File: config.mk
export PLATFORM = sky130hd
export DESIGN_NAME = periodic_task_dispatcher
export DESIGN_NICKNAME = d
export VERILOG_FILES = /design/src/hdl/ptd_pkg.sv /design/src/hdl/ptd_cell.sv /design/src/hdl/periodic_task_dispatcher.sv
export SDC_FILE = /design/constraint.sdc
export NUM_CORES = 1
export LEC_CHECK = 0
export ABC_AREA = 1
export BUFFER_PORTS_ARGS = -buffer_cell sky130_fd_sc_hd__buf_2
export CORE_AREA = 10 10 218 220
export CTS_BUF_LIST = sky130_fd_sc_hd__clkbuf_4
export DETAILED_ROUTE_END_ITERATION = 16
export DIE_AREA = 0 0 228 230
export PLACE_DENSITY_LB_ADDON = 0.1
export SLEW_MARGIN = 20
export SYNTH_ARGS = -nofsm -noshare
export SYNTH_HDL_FRONTEND = slang
export SYNTH_SLANG_ARGS = --single-unit
File: constraint.sdc
create_clock -name clk_i -period 3.09 [get_ports clk_i]
set_input_delay 0 -clock clk_i [delete_from_list [all_inputs] [get_ports clk_i]]
set_output_delay 0 -clock clk_i [all_outputs]
set_load 0.01 [all_outputs]
File: src/hdl/ptd_pkg.sv
`timescale 1ns / 1ps
// ----------------------------------------------------------------------------
// ptd_pkg: shared definitions of the periodic task dispatcher
// Table size, derived widths, command and status codes, the slot entry
// record and the control word that the sequencer broadcasts to every cell.
// ----------------------------------------------------------------------------
package ptd_pkg;

  localparam int TASK_SLOTS = 8;
  localparam int IDX_W      = (TASK_SLOTS > 1) ? $clog2(TASK_SLOTS) : 1;
  localparam int CNT_W      = $clog2(TASK_SLOTS + 1);

  localparam logic [1:0] ACT_TICK   = 2'd0;
  localparam logic [1:0] ACT_CREATE = 2'd1;
  localparam logic [1:0] ACT_DELETE = 2'd2;

  localparam logic [1:0] ST_OK        = 2'd0;
  localparam logic [1:0] ST_FULL      = 2'd1;
  localparam logic [1:0] ST_NOT_FOUND = 2'd2;

  localparam logic KIND_DUE    = 1'b0;
  localparam logic KIND_STATUS = 1'b1;

  typedef enum logic [1:0] {
    CELL_HOLD,
    CELL_ROT,
    CELL_INS,
    CELL_DEL
  } cell_op_e;

  typedef struct packed {
    logic        valid;
    logic [7:0]  task_id;
    logic [15:0] period;
    logic [7:0]  prio;
    logic [15:0] counter;
  } entry_t;

  typedef struct packed {
    cell_op_e         op;
    logic [7:0]       task_id;
    logic [15:0]      period;
    logic [7:0]       prio;
    logic [IDX_W-1:0] del_pos;
  } cell_ctl_t;

endpackage

File: src/hdl/ptd_cell.sv
`timescale 1ns / 1ps
// ----------------------------------------------------------------------------
// ptd_cell: one slot of the task table
// Holds one entry and, as the control word says, keeps it, takes the entry
// of its upper neighbor (rotate or close a gap), takes the entry of its lower
// neighbor (open a gap for an insert) or loads the new task.
// ----------------------------------------------------------------------------
module ptd_cell import ptd_pkg::*; (
  input  logic             clk_i,
  input  logic             rst_ni,
  input  cell_ctl_t        ctl_i,
  input  logic [IDX_W-1:0] idx_i,
  input  entry_t           prev_i,
  input  logic             prev_open_i,
  input  entry_t           next_i,
  output entry_t           entry_o,
  output logic             open_o
);

  logic        valid_q, valid_d;
  logic [7:0]  task_q, task_d;
  logic [15:0] period_q, period_d;
  logic [7:0]  prio_q, prio_d;
  logic [15:0] counter_q, counter_d;

  // A slot is open for an insert when it is empty or sorts after the new task.
  assign open_o = !valid_q || (prio_q > ctl_i.prio);

  assign entry_o = '{valid: valid_q, task_id: task_q, period: period_q,
                     prio: prio_q, counter: counter_q};

  always_comb begin
    valid_d   = valid_q;
    task_d    = task_q;
    period_d  = period_q;
    prio_d    = prio_q;
    counter_d = counter_q;
    unique case (ctl_i.op)
      CELL_HOLD: begin
      end
      CELL_ROT: begin
        valid_d   = next_i.valid;
        task_d    = next_i.task_id;
        period_d  = next_i.period;
        prio_d    = next_i.prio;
        counter_d = next_i.counter;
      end
      CELL_INS: begin
        if (prev_open_i) begin
          valid_d   = prev_i.valid;
          task_d    = prev_i.task_id;
          period_d  = prev_i.period;
          prio_d    = prev_i.prio;
          counter_d = prev_i.counter;
        end else if (open_o) begin
          valid_d   = 1'b1;
          task_d    = ctl_i.task_id;
          period_d  = ctl_i.period;
          prio_d    = ctl_i.prio;
          counter_d = '0;
        end
      end
      CELL_DEL: begin
        if (idx_i >= ctl_i.del_pos) begin
          valid_d   = next_i.valid;
          task_d    = next_i.task_id;
          period_d  = next_i.period;
          prio_d    = next_i.prio;
          counter_d = next_i.counter;
        end
      end
    endcase
  end

  always_ff @(posedge clk_i or negedge rst_ni) begin
    if (!rst_ni) begin
      valid_q <= 1'b0;
    end else begin
      valid_q <= valid_d;
    end
  end

  always_ff @(posedge clk_i) begin
    task_q    <= task_d;
    period_q  <= period_d;
    prio_q    <= prio_d;
    counter_q <= counter_d;
  end

endmodule

File: src/hdl/periodic_task_dispatcher.sv
`timescale 1ns / 1ps
// ----------------------------------------------------------------------------
// periodic_task_dispatcher: priority-ordered table of periodic tasks
// A row of slot cells holds the sorted task table; a small sequencer drives
// all cells with one control word and sees the table through slot zero.
// ----------------------------------------------------------------------------
// The dispatcher takes one command word at a time and accepts a new one only
// when the previous command is fully handled. A create word inserts the task
// in place (every slot decides locally whether to keep its entry, take its
// lower neighbor's entry or load the new one) and its status word follows
// from the status state once the output register is free. A tick word
// rotates the whole ring of TASK_SLOTS slots once through slot zero, where a
// single incrementer and comparator bump each counter and spot due tasks;
// the rotation holds while a due word is blocked by the consumer, and a
// final flush state sends the last due word. Due words come out in table
// order and the final one carries last. A delete word first rotates the ring
// once to find the entry to remove (the last entry if it matches, otherwise
// the first match), then closes the gap and returns its status. The output
// register lets the consumer stall without losing words; an unused command
// code is dropped.
// ----------------------------------------------------------------------------
module periodic_task_dispatcher import ptd_pkg::*; (
  input  logic        clk_i,
  input  logic        rst_ni,
  input  logic        in_valid_i,
  output logic        in_ready_o,
  input  logic [1:0]  action_i,
  input  logic [7:0]  task_id_i,
  input  logic [15:0] period_i,
  input  logic [7:0]  priority_req_i,
  output logic        out_valid_o,
  input  logic        out_ready_i,
  output logic        kind_o,
  output logic [7:0]  due_task_o,
  output logic [1:0]  status_o,
  output logic        last_o
);

  localparam logic [2:0] S_IDLE   = 3'd0;
  localparam logic [2:0] S_TICK   = 3'd1;
  localparam logic [2:0] S_TFLUSH = 3'd2;
  localparam logic [2:0] S_DSCAN  = 3'd3;
  localparam logic [2:0] S_DAPPLY = 3'd4;
  localparam logic [2:0] S_STAT   = 3'd5;

  localparam logic [CNT_W-1:0] STEP_LAST = CNT_W'(TASK_SLOTS - 1);
  localparam logic [CNT_W-1:0] SLOTS_CNT = CNT_W'(TASK_SLOTS);

  logic [2:0]       state_q, state_d;
  logic [CNT_W-1:0] step_q, step_d;
  logic [CNT_W-1:0] count_q, count_d;
  logic             pend_q, pend_d;
  logic [7:0]       pend_id_q, pend_id_d;
  logic             found_q, found_d;
  logic [IDX_W-1:0] first_q, first_d;
  logic             lhit_q, lhit_d;
  logic [1:0]       stat_q, stat_d;
  logic [7:0]       key_q, key_d;

  logic             out_valid_q;
  logic             kind_q;
  logic [7:0]       due_q;
  logic [1:0]       status_q;
  logic             last_q;

  logic             out_load;
  logic             out_kind_w;
  logic [7:0]       out_due_w;
  logic [1:0]       out_status_w;
  logic             out_last_w;

  cell_ctl_t        ctl;
  entry_t           cells   [TASK_SLOTS];
  logic             open_w  [TASK_SLOTS];
  logic [TASK_SLOTS-1:0] valid_vec;
  entry_t           tail_w;

  logic             accept;
  logic             out_free;
  logic [CNT_W-1:0] last_idx;

  // Head unit: the entry in slot zero is the one the ring hands back to the
  // top slot, with its counter bumped, or cleared when due, during a tick.
  entry_t           head;
  logic [15:0]      head_inc;
  logic             head_due;
  logic             head_match;

  assign head       = cells[0];
  assign head_inc   = 16'(head.counter + 16'd1);
  assign head_due   = head.valid && (head_inc == head.period);
  assign head_match = head.valid && (head.task_id == key_q);

  assign accept     = in_valid_i && in_ready_o;
  assign out_free   = !out_valid_q || out_ready_i;
  assign in_ready_o = (state_q == S_IDLE);
  assign last_idx   = CNT_W'(count_q - 1'b1);

  always_comb begin
    tail_w = head;
    if (state_q == S_TICK && head.valid) begin
      tail_w.counter = head_due ? 16'd0 : head_inc;
    end
    // Closing a gap pulls an empty entry into the top slot.
    if (ctl.op == CELL_DEL) begin
      tail_w.valid = 1'b0;
    end
  end

  // Slot cells. Each one sees its lower and upper neighbor only.
  for (genvar i = 0; i < TASK_SLOTS; i++) begin : g_cell
    entry_t prev_w;
    logic   prev_open_w;
    entry_t next_w;

    if (i == 0) begin : g_first
      assign prev_w      = '0;
      assign prev_open_w = 1'b0;
    end else begin : g_inner_prev
      assign prev_w      = cells[i-1];
      assign prev_open_w = open_w[i-1];
    end

    if (i == TASK_SLOTS - 1) begin : g_top
      assign next_w = tail_w;
    end else begin : g_inner_next
      assign next_w = cells[i+1];
    end

    ptd_cell u_cell (
      .clk_i       (clk_i),
      .rst_ni      (rst_ni),
      .ctl_i       (ctl),
      .idx_i       (IDX_W'(i)),
      .prev_i      (prev_w),
      .prev_open_i (prev_open_w),
      .next_i      (next_w),
      .entry_o     (cells[i]),
      .open_o      (open_w[i])
    );

    assign valid_vec[i] = cells[i].valid;
  end

  // Sequencer.
  always_comb begin
    state_d      = state_q;
    step_d       = step_q;
    count_d      = count_q;
    pend_d       = pend_q;
    pend_id_d    = pend_id_q;
    found_d      = found_q;
    first_d      = first_q;
    lhit_d       = lhit_q;
    stat_d       = stat_q;
    key_d        = key_q;
    ctl.op       = CELL_HOLD;
    ctl.task_id  = task_id_i;
    ctl.period   = period_i;
    ctl.prio     = priority_req_i;
    ctl.del_pos  = '0;
    out_load     = 1'b0;
    out_kind_w   = KIND_DUE;
    out_due_w    = 8'd0;
    out_status_w = ST_OK;
    out_last_w   = 1'b0;

    unique case (state_q)
      S_IDLE: begin
        if (accept) begin
          unique case (action_i)
            ACT_TICK: begin
              step_d  = '0;
              pend_d  = 1'b0;
              state_d = S_TICK;
            end
            ACT_CREATE: begin
              if (count_q == SLOTS_CNT) begin
                stat_d = ST_FULL;
              end else begin
                ctl.op  = CELL_INS;
                count_d = CNT_W'(count_q + 1'b1);
                stat_d  = ST_OK;
              end
              state_d = S_STAT;
            end
            ACT_DELETE: begin
              key_d   = task_id_i;
              step_d  = '0;
              found_d = 1'b0;
              lhit_d  = 1'b0;
              state_d = S_DSCAN;
            end
            default: begin
            end
          endcase
        end
      end

      S_TICK: begin
        // A due task waits in the pending register until the next one is
        // found, so that the final due word can be flagged last.
        if (!(head_due && pend_q && !out_free)) begin
          ctl.op = CELL_ROT;
          if (head_due) begin
            if (pend_q) begin
              out_load   = 1'b1;
              out_kind_w = KIND_DUE;
              out_due_w  = pend_id_q;
              out_last_w = 1'b0;
            end
            pend_d    = 1'b1;
            pend_id_d = head.task_id;
          end
          step_d = CNT_W'(step_q + 1'b1);
          if (step_q == STEP_LAST) begin
            state_d = S_TFLUSH;
          end
        end
      end

      S_TFLUSH: begin
        if (!pend_q) begin
          state_d = S_IDLE;
        end else if (out_free) begin
          out_load   = 1'b1;
          out_kind_w = KIND_DUE;
          out_due_w  = pend_id_q;
          out_last_w = 1'b1;
          pend_d     = 1'b0;
          state_d    = S_IDLE;
        end
      end

      S_DSCAN: begin
        ctl.op = CELL_ROT;
        if (head_match && !found_q) begin
          found_d = 1'b1;
          first_d = IDX_W'(step_q);
        end
        if (head.valid && step_q == last_idx) begin
          lhit_d = head_match;
        end
        step_d = CNT_W'(step_q + 1'b1);
        if (step_q == STEP_LAST) begin
          state_d = S_DAPPLY;
        end
      end

      S_DAPPLY: begin
        if (lhit_q) begin
          ctl.op      = CELL_DEL;
          ctl.del_pos = IDX_W'(last_idx);
          count_d     = last_idx;
          stat_d      = ST_OK;
        end else if (found_q) begin
          ctl.op      = CELL_DEL;
          ctl.del_pos = first_q;
          count_d     = last_idx;
          stat_d      = ST_OK;
        end else begin
          stat_d = ST_NOT_FOUND;
        end
        state_d = S_STAT;
      end

      S_STAT: begin
        if (out_free) begin
          out_load     = 1'b1;
          out_kind_w   = KIND_STATUS;
          out_due_w    = 8'd0;
          out_status_w = stat_q;
          out_last_w   = 1'b1;
          state_d      = S_IDLE;
        end
      end

      default: begin
        state_d = S_IDLE;
      end
    endcase
  end

  always_ff @(posedge clk_i or negedge rst_ni) begin
    if (!rst_ni) begin
      state_q     <= S_IDLE;
      step_q      <= '0;
      count_q     <= '0;
      pend_q      <= 1'b0;
      found_q     <= 1'b0;
      lhit_q      <= 1'b0;
      out_valid_q <= 1'b0;
    end else begin
      state_q <= state_d;
      step_q  <= step_d;
      count_q <= count_d;
      pend_q  <= pend_d;
      found_q <= found_d;
      lhit_q  <= lhit_d;
      if (out_load) begin
        out_valid_q <= 1'b1;
      end else if (out_ready_i) begin
        out_valid_q <= 1'b0;
      end
    end
  end

  always_ff @(posedge clk_i) begin
    pend_id_q <= pend_id_d;
    first_q   <= first_d;
    stat_q    <= stat_d;
    key_q     <= key_d;
    if (out_load) begin
      kind_q   <= out_kind_w;
      due_q    <= out_due_w;
      status_q <= out_status_w;
      last_q   <= out_last_w;
    end
  end

  assign out_valid_o = out_valid_q;
  assign kind_o      = kind_q;
  assign due_task_o  = due_q;
  assign status_o    = status_q;
  assign last_o      = last_q;

  // The entry count never exceeds the table size.
  a_count_range: assert property (@(posedge clk_i) disable iff (!rst_ni)
    count_q <= SLOTS_CNT)
    else $error("entry count beyond table size");

  // Between commands the valid slots match the entry count.
  a_valid_count: assert property (@(posedge clk_i) disable iff (!rst_ni)
    (state_q == S_IDLE) |-> ($countones(valid_vec) == int'(count_q)))
    else $error("valid slots disagree with entry count");

  // An accepted tick always starts the rotation.
  a_tick_start: assert property (@(posedge clk_i) disable iff (!rst_ni)
    (accept && action_i == ACT_TICK) |=> (state_q == S_TICK))
    else $error("tick did not start rotation");

  // A pending due task exists only while a tick is being handled.
  a_pend_scope: assert property (@(posedge clk_i) disable iff (!rst_ni)
    pend_q |-> (state_q == S_TICK || state_q == S_TFLUSH))
    else $error("pending due task outside a tick");

endmodule

## Yosys cells after proc, flatten, opt, wreduce, memory -nomap -nowiden

Index checks and enable logic that the tools add are counted.

- Logic and storage cells: 397
- Output and inout bits: 14
- Flip-flop bits (word level): 440
- Bits of input ports: 38

- Add/subtract/negate cells: 4
- Multiplexer cells: 220
- Bitwise gates (word level): 1
- $lt $le $gt $ge: 16
- Reduce and logical (&&, ||, !) cells: 56
- Eq/ne operators: 45

Operator list:

| kind | count |
|---|---|
| 16-bit 2-to-1 mux | 48 |
| 16-bit one-hot mux with 3 select lines | 16 |
| 8-bit 2-to-1 mux | 51 |
| 8-bit one-hot mux with 3 select lines | 16 |
| 8-bit > comparator | 8 |
| 1-bit 2-to-1 mux | 43 |
| 3-bit AND reduction | 11 |
| 4-bit 2-to-1 mux | 8 |
| 1-bit one-hot mux with 3 select lines | 10 |
| 2-bit by 1-bit != test with 1-bit output (second input constant) | 14 |
| 3-bit 2-to-1 mux | 9 |
| 3-bit by 1-bit != test with 1-bit output (second input constant) | 7 |
| 2-bit 2-to-1 mux | 9 |
| 3-bit one-hot mux with 6 select lines | 1 |
| 16-bit by 1-bit adder with 16-bit output (second input constant) | 1 |
| 16-bit equality test | 1 |
| 8-bit one-hot mux with 2 select lines | 1 |
| 5-bit AND reduction | 3 |
| 2-bit != test (second input constant) | 7 |
| 3-bit >= comparator (first input constant) | 4 |
| 4-bit one-hot mux with 3 select lines | 1 |
| 4-bit AND reduction | 3 |
| 1-bit logical NOT | 11 |
| 1-bit logical OR | 9 |
| other kinds (28) | 50 |

## Depth between registers and ports, before layout

Gate-level depths: netlist of the first run.

- Depth in word-level cells: 11
- Depth in mapped cells: 19
- Gate-level depth less buffers: 18

## By module

From an unflattened synthesis of the first run, not the netlist that was laid out.

- Cells, all modules: 2963
- Area, all modules: 25230.4 um2

By module, submodules not included:

| module | cells each | times used | area an instance (um2) | seq. area each (um2) |
|---|---|---|---|---|
| ptd_cell | 309 | 8 | 2710.1 | 1466.4 |
| periodic_task_dispatcher | 491 | 1 | 3549.7 | 1366.3 |

## Worst setup path before layout of the first run

No wires, ideal clock.

- Path kind: flip-flop to flip-flop
- From: register g_cell[4].u_cell.prio_q[3]
- To: register g_cell[4].u_cell.counter_q[0] (enable)
- Path slack: -0.129 ns
- Library setup time: 0.402 ns
- Cell stages (with the launch flop): 13
- Period minus slack after synthesis: 3.219 ns
- Data required time: 2.688 ns
- Arrival time: 2.817 ns
- Buffers on the path: 1
- Cells stage by stage: edfxtp_1 -> ha_1 -> nand2_1 -> o21ai_0 -> nand2_1 -> o211ai_1 -> o21ai_0 -> nand2_1 -> clkbuf_1 -> nor3_1 -> nor2_1 -> nand2_1 -> inv_1

- Longest elaborated chain between the ends: 4

RTL lines:

| item | line | source |
|---|---|---|
| start, declared | ptd_cell.sv:23 | `logic [7:0] prio_q, prio_d;` |
| start signal, assigned | ptd_cell.sv:86 | `prio_q <= prio_d;` |
| 8-bit > comparator | ptd_cell.sv:27 | `assign open_o = !valid_q \|\| (prio_q > ctl_i.prio);` |
| 1-bit logical OR | ptd_cell.sv:27 |  |
| 3-bit by 1-bit != test with 1-bit output (no line) | n/a |  |
| 3-bit AND reduction (no line) | n/a |  |
| end signal, assigned | ptd_cell.sv:87 | `counter_q <= counter_d;` |
| end, declared | ptd_cell.sv:24 | `logic [15:0] counter_q, counter_d;` |

Every way passes these cells.
A chain may end at the register's enable or synchronous reset.

## Final worst setup path of the first run

- From: register g_cell[0].u_cell.counter_q[1]
- To: register g_cell[3].u_cell.period_q[13] (enable)

- Longest elaborated chain between the ends: 10
- Elaborated cells on any way between the ends: 14
- Classes of those cells: add/sub: 1; eq/ne: 6; mux: 2; reduce/logical: 5

RTL lines:

| item | line | source |
|---|---|---|
| start, declared | ptd_cell.sv:24 |  |
| start signal, assigned | ptd_cell.sv:87 |  |
| 16-bit by 1-bit adder with 16-bit output (*) | periodic_task_dispatcher.sv:90 | `assign head_inc = 16'(head.counter + 16'd1);` |
| 16-bit equality test (*) | periodic_task_dispatcher.sv:91 | `assign head_due = head.valid && (head_inc == head.period);` |
| 1-bit logical AND (*) | periodic_task_dispatcher.sv:91 |  |
| 1-bit logical AND (*) (2 in a row) | periodic_task_dispatcher.sv:203 | `if (!(head_due && pend_q && !out_free)) begin` |
| 1-bit 2-to-1 mux (*) | periodic_task_dispatcher.sv:203 |  |
| 2-bit one-hot mux with 4 select lines (*) | periodic_task_dispatcher.sv:168 | `unique case (state_q)` |
| 2-bit equality test / 2-bit by 1-bit equality test with 1-bit output (equally long branches) | ptd_cell.sv:38 | `unique case (ctl_i.op)` |
| 3-bit by 1-bit != test with 1-bit output (no line), or another cell as far along | n/a |  |
| 3-bit AND reduction (no line) (*) | n/a |  |
| end signal, assigned | ptd_cell.sv:85 | `period_q <= period_d;` |
| end, declared | ptd_cell.sv:22 | `logic [15:0] period_q, period_d;` |

Mark *: on every way between the ends. The rest lies on a longest branch, timed or not.

==> results of run 1 <==
[cell usage in the layout (no fill, tap or decap), types with 4 or more instances in the layout]
master,count
a211oi_1,32
a21oi_1,129
a31oi_1,22
buf_12,27
buf_2,51
buf_4,70
buf_6,4
clkbuf_16,7
clkbuf_4,160
clkinv_1,39
clkinv_2,6
clkinvlp_4,9
dfrtp_1,23
diode_2,6
dlygate4sd3_1,62
edfxtp_1,417
ha_1,67
inv_1,203
nand2_1,649
nand2_2,14
nand2_4,10
nand3_1,156
nand4_1,25
nor2_1,176
nor2_2,13
nor2_4,6
nor3_1,10
o211ai_1,6
o21ai_0,406
o22ai_1,11
o31ai_1,32
xnor2_1,4
xor2_1,8
[power by group]
part	switching (mW)	internal (mW)	total (mW)	leakage (nW)
combinational	8.71	4.79	13.5	6.37
sequential	1.89	11.6	13.5	4.29
clock	2.54	2.63	5.17	0.861
total	13.1	19.0	32.1	11.5
[kinds of logic (layout without fill, tap and decap cells)]
logic type | Yosys count | after routing | synth area share
and+or+nand+nor | 1070 | 1071 | 0.188
other | 0 | 6 | 0
AOI/OAI and AO/OA | 651 | 651 | 0.150
DFF | 440 | 440 | 0.559
adders and majority gates | 68 | 68 | 0.0363
xor gates and xnor gates | 12 | 12 | 0.00448
buffers and inverters | 370 | 651 | 0.0617
[cell type report]
cell class	count	area [um2]
Antenna cell	6	15.0
Inverter	221	863
Multi-Input combinational cell	1802	9040
Timing Repair Buffer	225	2260
Clock inverter	45	263
Sequential cell	440	13100
Fill cell	3625	15400
Clock buffer	160	1200
Tap cell	585	732
[critical path: stages, from the launching register on]
cell and delay [ns]:
edfxtp_1 0.46, buf_6 0.14, nand3_1 0.16, nor2_4 0.18
nand4_1 0.16, nand2_1 0.14, nand2_1 0.06, nand2_1 0.10
nand2_1 0.09, nor2_1 0.11, nand4_1 0.20, nand2_2 0.18
nand3b_4 0.18, nand2_4 0.15, clkinvlp_4 0.16, buf_12 0.19
buf_12 0.16
[layer usage]
layer	vias to the layer above	part of all wire	track usage
met5	-	0	0
met1	9471	0.43	0.345
li1	9504	-	-
met3	133	0.083	0.0473
met2	859	0.46	0.394
met4	0	0.024	0.0823
[state kept, by name, summed over array words and instances (netlist names), 3 cells and up]
name                     flops
g_cell.u_cell.counter_q    128
g_cell.u_cell.period_q     128
g_cell.u_cell.prio_q        64
g_cell.u_cell.task_q        64
due_task_o                   8
g_cell.u_cell.valid_q        8
key_q                        8
pend_id_q                    8
count_q                      4
step_q                       4
first_q                      3
state_q                      3
[final timing paths]
kind | startpoint | to | slack [ns] | cells after the start
worst min register to register | g_cell[0].u_cell.task_q[0] | pend_id_q[0] | 0.46 | 0
worst max-delay path | g_cell[0].u_cell.counter_q[1] | g_cell[3].u_cell.period_q[13] | 0.01 | 16
worst min-delay path | task_id_i[4] | g_cell[1].u_cell.task_q[4] | 0.09 | 4
worst max register to register | g_cell[0].u_cell.counter_q[1] | g_cell[3].u_cell.period_q[13] | 0.01 | 16
min in group asynchronous | rst_ni | count_q[2] | 0.14 | 4
max in group asynchronous | rst_ni | pend_q | 2.77 | 4
[repair_timing]
| action | CTS | global route |
|---|---|---|
| setup buffers | 4 | 9 |
| resized for setup | 2 | 29 |
| setup endpoints to repair | 37 | 406 |
| cloned | 2 | 9 |
| pin swaps | 2 | 14 |
| hold buffers | 63 | 0 |
| hold endpoints to repair | 346 | 0 |
==> results.tsv, run 1 <==
stage	metric	value	unit
synth	Mapped Nets	2717	
clock_tree	clk_lat worst skew	0.93	ns
clock_tree	Longest Clk Path Bufs	3	
timing	Pins Over Slew Limit	0	
synth	top cell type's share of synthesized area	0.534	
layout	fin cells	3484	
floorplanning	Die Width	228	um
timing	fmax	0.325	GHz
job	maxcap violations	0	
timing	Worst slew margin	0.620	
routing	WL/cell	19.8	um
floorplanning	starting density of the core	0.546	
floorplanning	die area	52400	um2
worst_setup_path	CP arrival	3.71	ns
outcome	status	finished clean	
placement	pre-CTS setup slack	-0.0133	ns
routing	post-route ant nets	0	
layout	fin area	27500	um2
grt	Total GRT Usage	0.251	
synth	Post-synth EDFFs	417	
clock_tree	clock slew at reported path FFs	0.06	ns
synth	synth unique cells	42	
synth	Avg Inst Size Synth	8.98	um2
timing	Fin Clk Skew	0.0675	ns
routing	Iter 0 DRT Violations	2171	
power	static leakage	11.5	nW
synth	Mapped Area	23400	um2
worst_setup_path	Worst Setup End Kind	flop	
power	Power Density	1170	nW/um2
floorplanning	Ports	52	
placement	PortBufs	51	
clock_tree	root buffer cell	clkbuf_4	
layout	fin util	0.641	
grt	largest net degree at the start of global routing	152	
routing	drt total wl	69.1	mm
grt	first-pass GRT wire length	105	mm
layout	layout cells sized above 1	0.138	
floorplanning	Row Count	76	
worst_setup_path	crit path kind	reg2reg	
layout	P&R area growth vs syn	17.3	%
synth	Post-synth top flop	edfxtp_1	
synth	count leader, synth	nand2_1	
worst_setup_path	worst-path fanout max	17	
timing	Min Hold Slack	0.0889	ns
synth	asr flop ratio synth	0.0523	
worst_hold_path	worst min-delay path class	in2reg	
timing	Hold Vio Cnt, Final	0	
grt	number of global-route vias before repair	18800	
worst_setup_path	CP Launch Type	flop	
clock_tree	Sink Count	440	
timing	final setup fails	0	
synth	Synth area leaders	edfxtp_1 53%, nand2_1 11%, o21ai_0 8.7%, ha_1 3.6%, inv_1 3.4%	
routing	iteration count of the initial detailed-routing pass	6	
placement	placed cell areas	24900	um2
timing	Final Critical Period	3.08	ns
placement	sum of net half-perimeters after detailed placement	42.9	mm
layout	Final nets	2912	
worst_setup_path	CP Data Required Time	3.73	ns
timing	sum of negative setup slack	0	ns
grt	antenna violations before repair	2	
placement	RD Place Congestion	0.901	
grt	Overflow after GRT	0	
synth	flops & latches, synth	440	
timing	RSZ-0062 raised after global routing	yes	
floorplanning	DIE HEIGHT	230	um
timing	worst slew pin tran	0.567	ns
synth	Warnings, synthesis	0	
synth	synth cell count leaders	666 x nand2_1, 417 x edfxtp_1, 406 x o21ai_0	
synth	Mapped Cells	2611	
floorplanning	core footprint	42900	um2
routing	drt drc	0	
placement	DP Cell Count	3186	
timing	period utilization	0.995	
synth	post-synth top area cell	edfxtp_1	
synth	post-synthesis sequential area ratio	0.559	
timing	Final WS setup	0.0149	ns
routing	Vias	20000	
power	Max IR drop VDD	0.880	mV
clock_tree	TritonCTS buffer count	116	
clock_tree	CTS tree	yes	
routing	Via density	5.73	
clock_tree	H-tree levels	3	
power	total power draw	32.1	mW
Power figures use the tool's default switching activity.
==> run 2: changes to the inputs <==
Settings changed: BUFFER_PORTS_ARGS -buffer_cell sky130_fd_sc_hd__buf_2 to default, DONT_BUFFER_PORTS from default to 1.
==> run 2 against run 1 <==
Against the previous run: die area is the same; highest routed layer unchanged; largest power group is now combinational logic; clock power grew 3%; largest cell class unchanged; wire length shrank 0.51%.
==> results.tsv, run 2 (synthesized netlist as in run 1, its figures left out) <==
stage	metric	value	unit	change
grt	number of global-route vias before repair	18200		-3.4%
floorplanning	DIE HEIGHT	230	um	unchanged
power	Max IR drop VDD	0.667	mV	-24%
layout	Top Registers	g_cell.u_cell.counter_q: 128 flops, g_cell.u_cell.period_q: 128 flops		
outcome	status	finished clean		
layout	fin cells	3440		-1.3%
timing	Pins Over Slew Limit	0		unchanged
grt	largest net degree at the start of global routing	199		+31%
routing	Vias	19700		-1.2%
placement	sum of net half-perimeters after detailed placement	41.4	mm	-3.4%
layout	commonest non-fill, non-tap cell in the layout	nand2_1		
timing	Worst slew margin	0.489		-0.131
worst_setup_path	delay-heaviest family, CP	simple AND/OR/NAND/NOR gates		
worst_setup_path	CP most frequent cell	nand2_2		
placement	DP Cell Count	3123		-2.0%
floorplanning	die area	52400	um2	unchanged
grt	Total GRT Usage	0.243		-0.00728
routing	WL/cell	20.0	um	+0.76%
timing	worst slew pin tran	0.766	ns	+0.200 ns
timing	Hold Vio Cnt, Final	0		unchanged
clock_tree	clock slew at reported path FFs	0.07	ns	about the same
worst_setup_path	CP Data Required Time	3.69	ns	-0.04 ns
worst_setup_path	CP max stage delay	0.54	ns	+0.08 ns
worst_setup_path	CP Launch Type	flop		
placement	PortBufs	0		-100%
worst_setup_path	Worst Setup End Kind	flop		
layout	Final nets	2872		-1.4%
timing	Final Critical Period	3.04	ns	-0.0379 ns
floorplanning	Die Width	228	um	unchanged
floorplanning	starting density of the core	0.546		unchanged
clock_tree	root buffer cell	clkbuf_4		
worst_setup_path	worst path bufs/invs	6		+2
timing	RSZ-0062 raised after global routing	yes		
clock_tree	Longest Clk Path Bufs	3		unchanged
power	Power Density	1190	nW/um2	+1.5%
routing	drt total wl	68.7	mm	-0.51%
routing	Iter 0 DRT Violations	2314		+6.6%
floorplanning	Row Count	76		unchanged
timing	sum of negative setup slack	0	ns	unchanged
grt	Overflow after GRT	0		unchanged
worst_setup_path	worst-path fanout max	6		-11
timing	final setup fails	0		unchanged
layout	P&R area growth vs syn	17.0	%	
timing	fmax	0.329	GHz	+1.2%
routing	drt drc	0		unchanged
timing	Min Hold Slack	0.0703	ns	-0.0186 ns
job	maxcap violations	0		unchanged
worst_hold_path	worst min-delay path class	in2reg		
routing	Via density	5.74		about the same
routing	iteration count of the initial detailed-routing pass	7		+1
routing	post-route ant nets	0		unchanged
timing	Fin Clk Skew	0.0755	ns	+0.00797 ns
clock_tree	TritonCTS buffer count	118		+1.7%
clock_tree	clk_lat worst skew	0.89	ns	-0.04 ns
worst_setup_path	slowest stage cell, crit path	edfxtp_1		
power	static leakage	11.4	nW	-0.86%
layout	commonest non-fill, non-tap cells in the layout	642 x nand2_1, 417 x edfxtp_1, 404 x o21ai_0, 202 x inv_1, 185 x clkbuf_4		
clock_tree	H-tree levels	3		unchanged
floorplanning	Ports	52		unchanged
layout	layout cells sized above 1	0.141		+0.00224
worst_setup_path	crit path kind	reg2reg		
grt	antenna violations before repair	1		-1
worst_setup_path	CP arrival	3.63	ns	-0.08 ns
power	total power draw	32.5	mW	+1.2%
timing	period utilization	0.983		-0.0123
grt	first-pass GRT wire length	102	mm	-3.1%
floorplanning	core footprint	42900	um2	unchanged
clock_tree	Sink Count	440		unchanged
worst_setup_path	crit-path cells	nand2_2, nor2_4, buf_4, nand3_1, nand2_1, nand3_1, nand2_1, nand2_2, nor2_4, nand4_1, nand2_2, nand3b_4, buf_4, buf_6, nand2_4, clkinvlp_4, buf_12, clkbuf_16		
layout	fin util	0.639		-0.00146
placement	RD Place Congestion	0.858		-4.8%
clock_tree	CTS tree	yes		
run 2: cell count changes in the layout (fill, tap and decap cells not counted), moves of 7 or more:
cell / previous run / this run
buf_2: 51 / 0
clkinv_1: 39 / 24
nand2_1: 649 / 642
nand3_1: 156 / 146
buf_4: 70 / 79
clkbuf_4: 160 / 185
buf_6: 4 / 11
nand3_2: 1 / 10
nand2_2: 14 / 21
run 2: stage by stage:
| step | setup slack (ns) | cell area, um2 |
|---|---|---|
| 2_1_floorplan | 0.0342 | 23500 |
| 3_3_place_gp | 0.221 | 24500 |
| 3_5_place_dp | 0.185 | 24500 |
| 4_1_cts | 0.0590 | 26600 |
| 5_1_grt | -0.0823 | 27400 |
| 6_report | 0.0529 | 27400 |
run 2: final cells by class:
| class | instances | area, um2 |
|---|---|---|
| fill | 3593 | 15500 |
| sequential | 440 | 13100 |
| multi-input combinational | 1801 | 9130 |
| timing repair buffer | 184 | 2070 |
| clock buffer | 185 | 1390 |
| inverter | 221 | 865 |
| tap | 585 | 732 |
| clock inverter | 23 | 143 |
| antenna | 1 | 2.50 |
run 2: tightest hold or removal path, cell delays in order:
cell           delay, ns
dlygate4sd3_1       0.57
o21ai_0             0.09
o21ai_0             0.14
run 2: repair_timing:
item	4_1_cts	5_1_grt
endpoints found under the hold margin	355	1
gates resized for setup	0	59
buffers inserted	0	33
setup endpoints to repair	0	372
hold buffers	61	1
run 2: worst paths after layout:
check,start,end,cells after the start,slack [ns]
worst max-delay path,g_cell[0].u_cell.counter_q[2],g_cell[6].u_cell.counter_q[12],18,0.05
worst min-delay path,period_i[2],g_cell[1].u_cell.period_q[2],3,0.07
worst max register to register,g_cell[0].u_cell.counter_q[2],g_cell[6].u_cell.counter_q[12],18,0.05
worst min register to register,g_cell[0].u_cell.task_q[5],pend_id_q[5],0,0.44
max in group asynchronous,rst_ni,g_cell[1].u_cell.valid_q,4,2.69
min in group asynchronous,rst_ni,g_cell[0].u_cell.valid_q,4,0.23
run 2: where the power goes:
group / leakage (nW) / switching, mW / internal, mW
clock: 0.922 / 2.47 / 2.85
sequential: 4.29 / 1.91 / 11.6
combinational: 6.21 / 8.76 / 4.97
run 2: routing by layer:
| layer | share of wire | track usage | vias up |
|---|---|---|---|
| met4 | 0.025 | 0.0839 | 0 |
| li1 | - | - | 9436 |
| met3 | 0.083 | 0.0389 | 114 |
| met2 | 0.46 | 0.382 | 881 |
| met5 | 0 | 0 | - |
| met1 | 0.43 | 0.338 | 9298 |
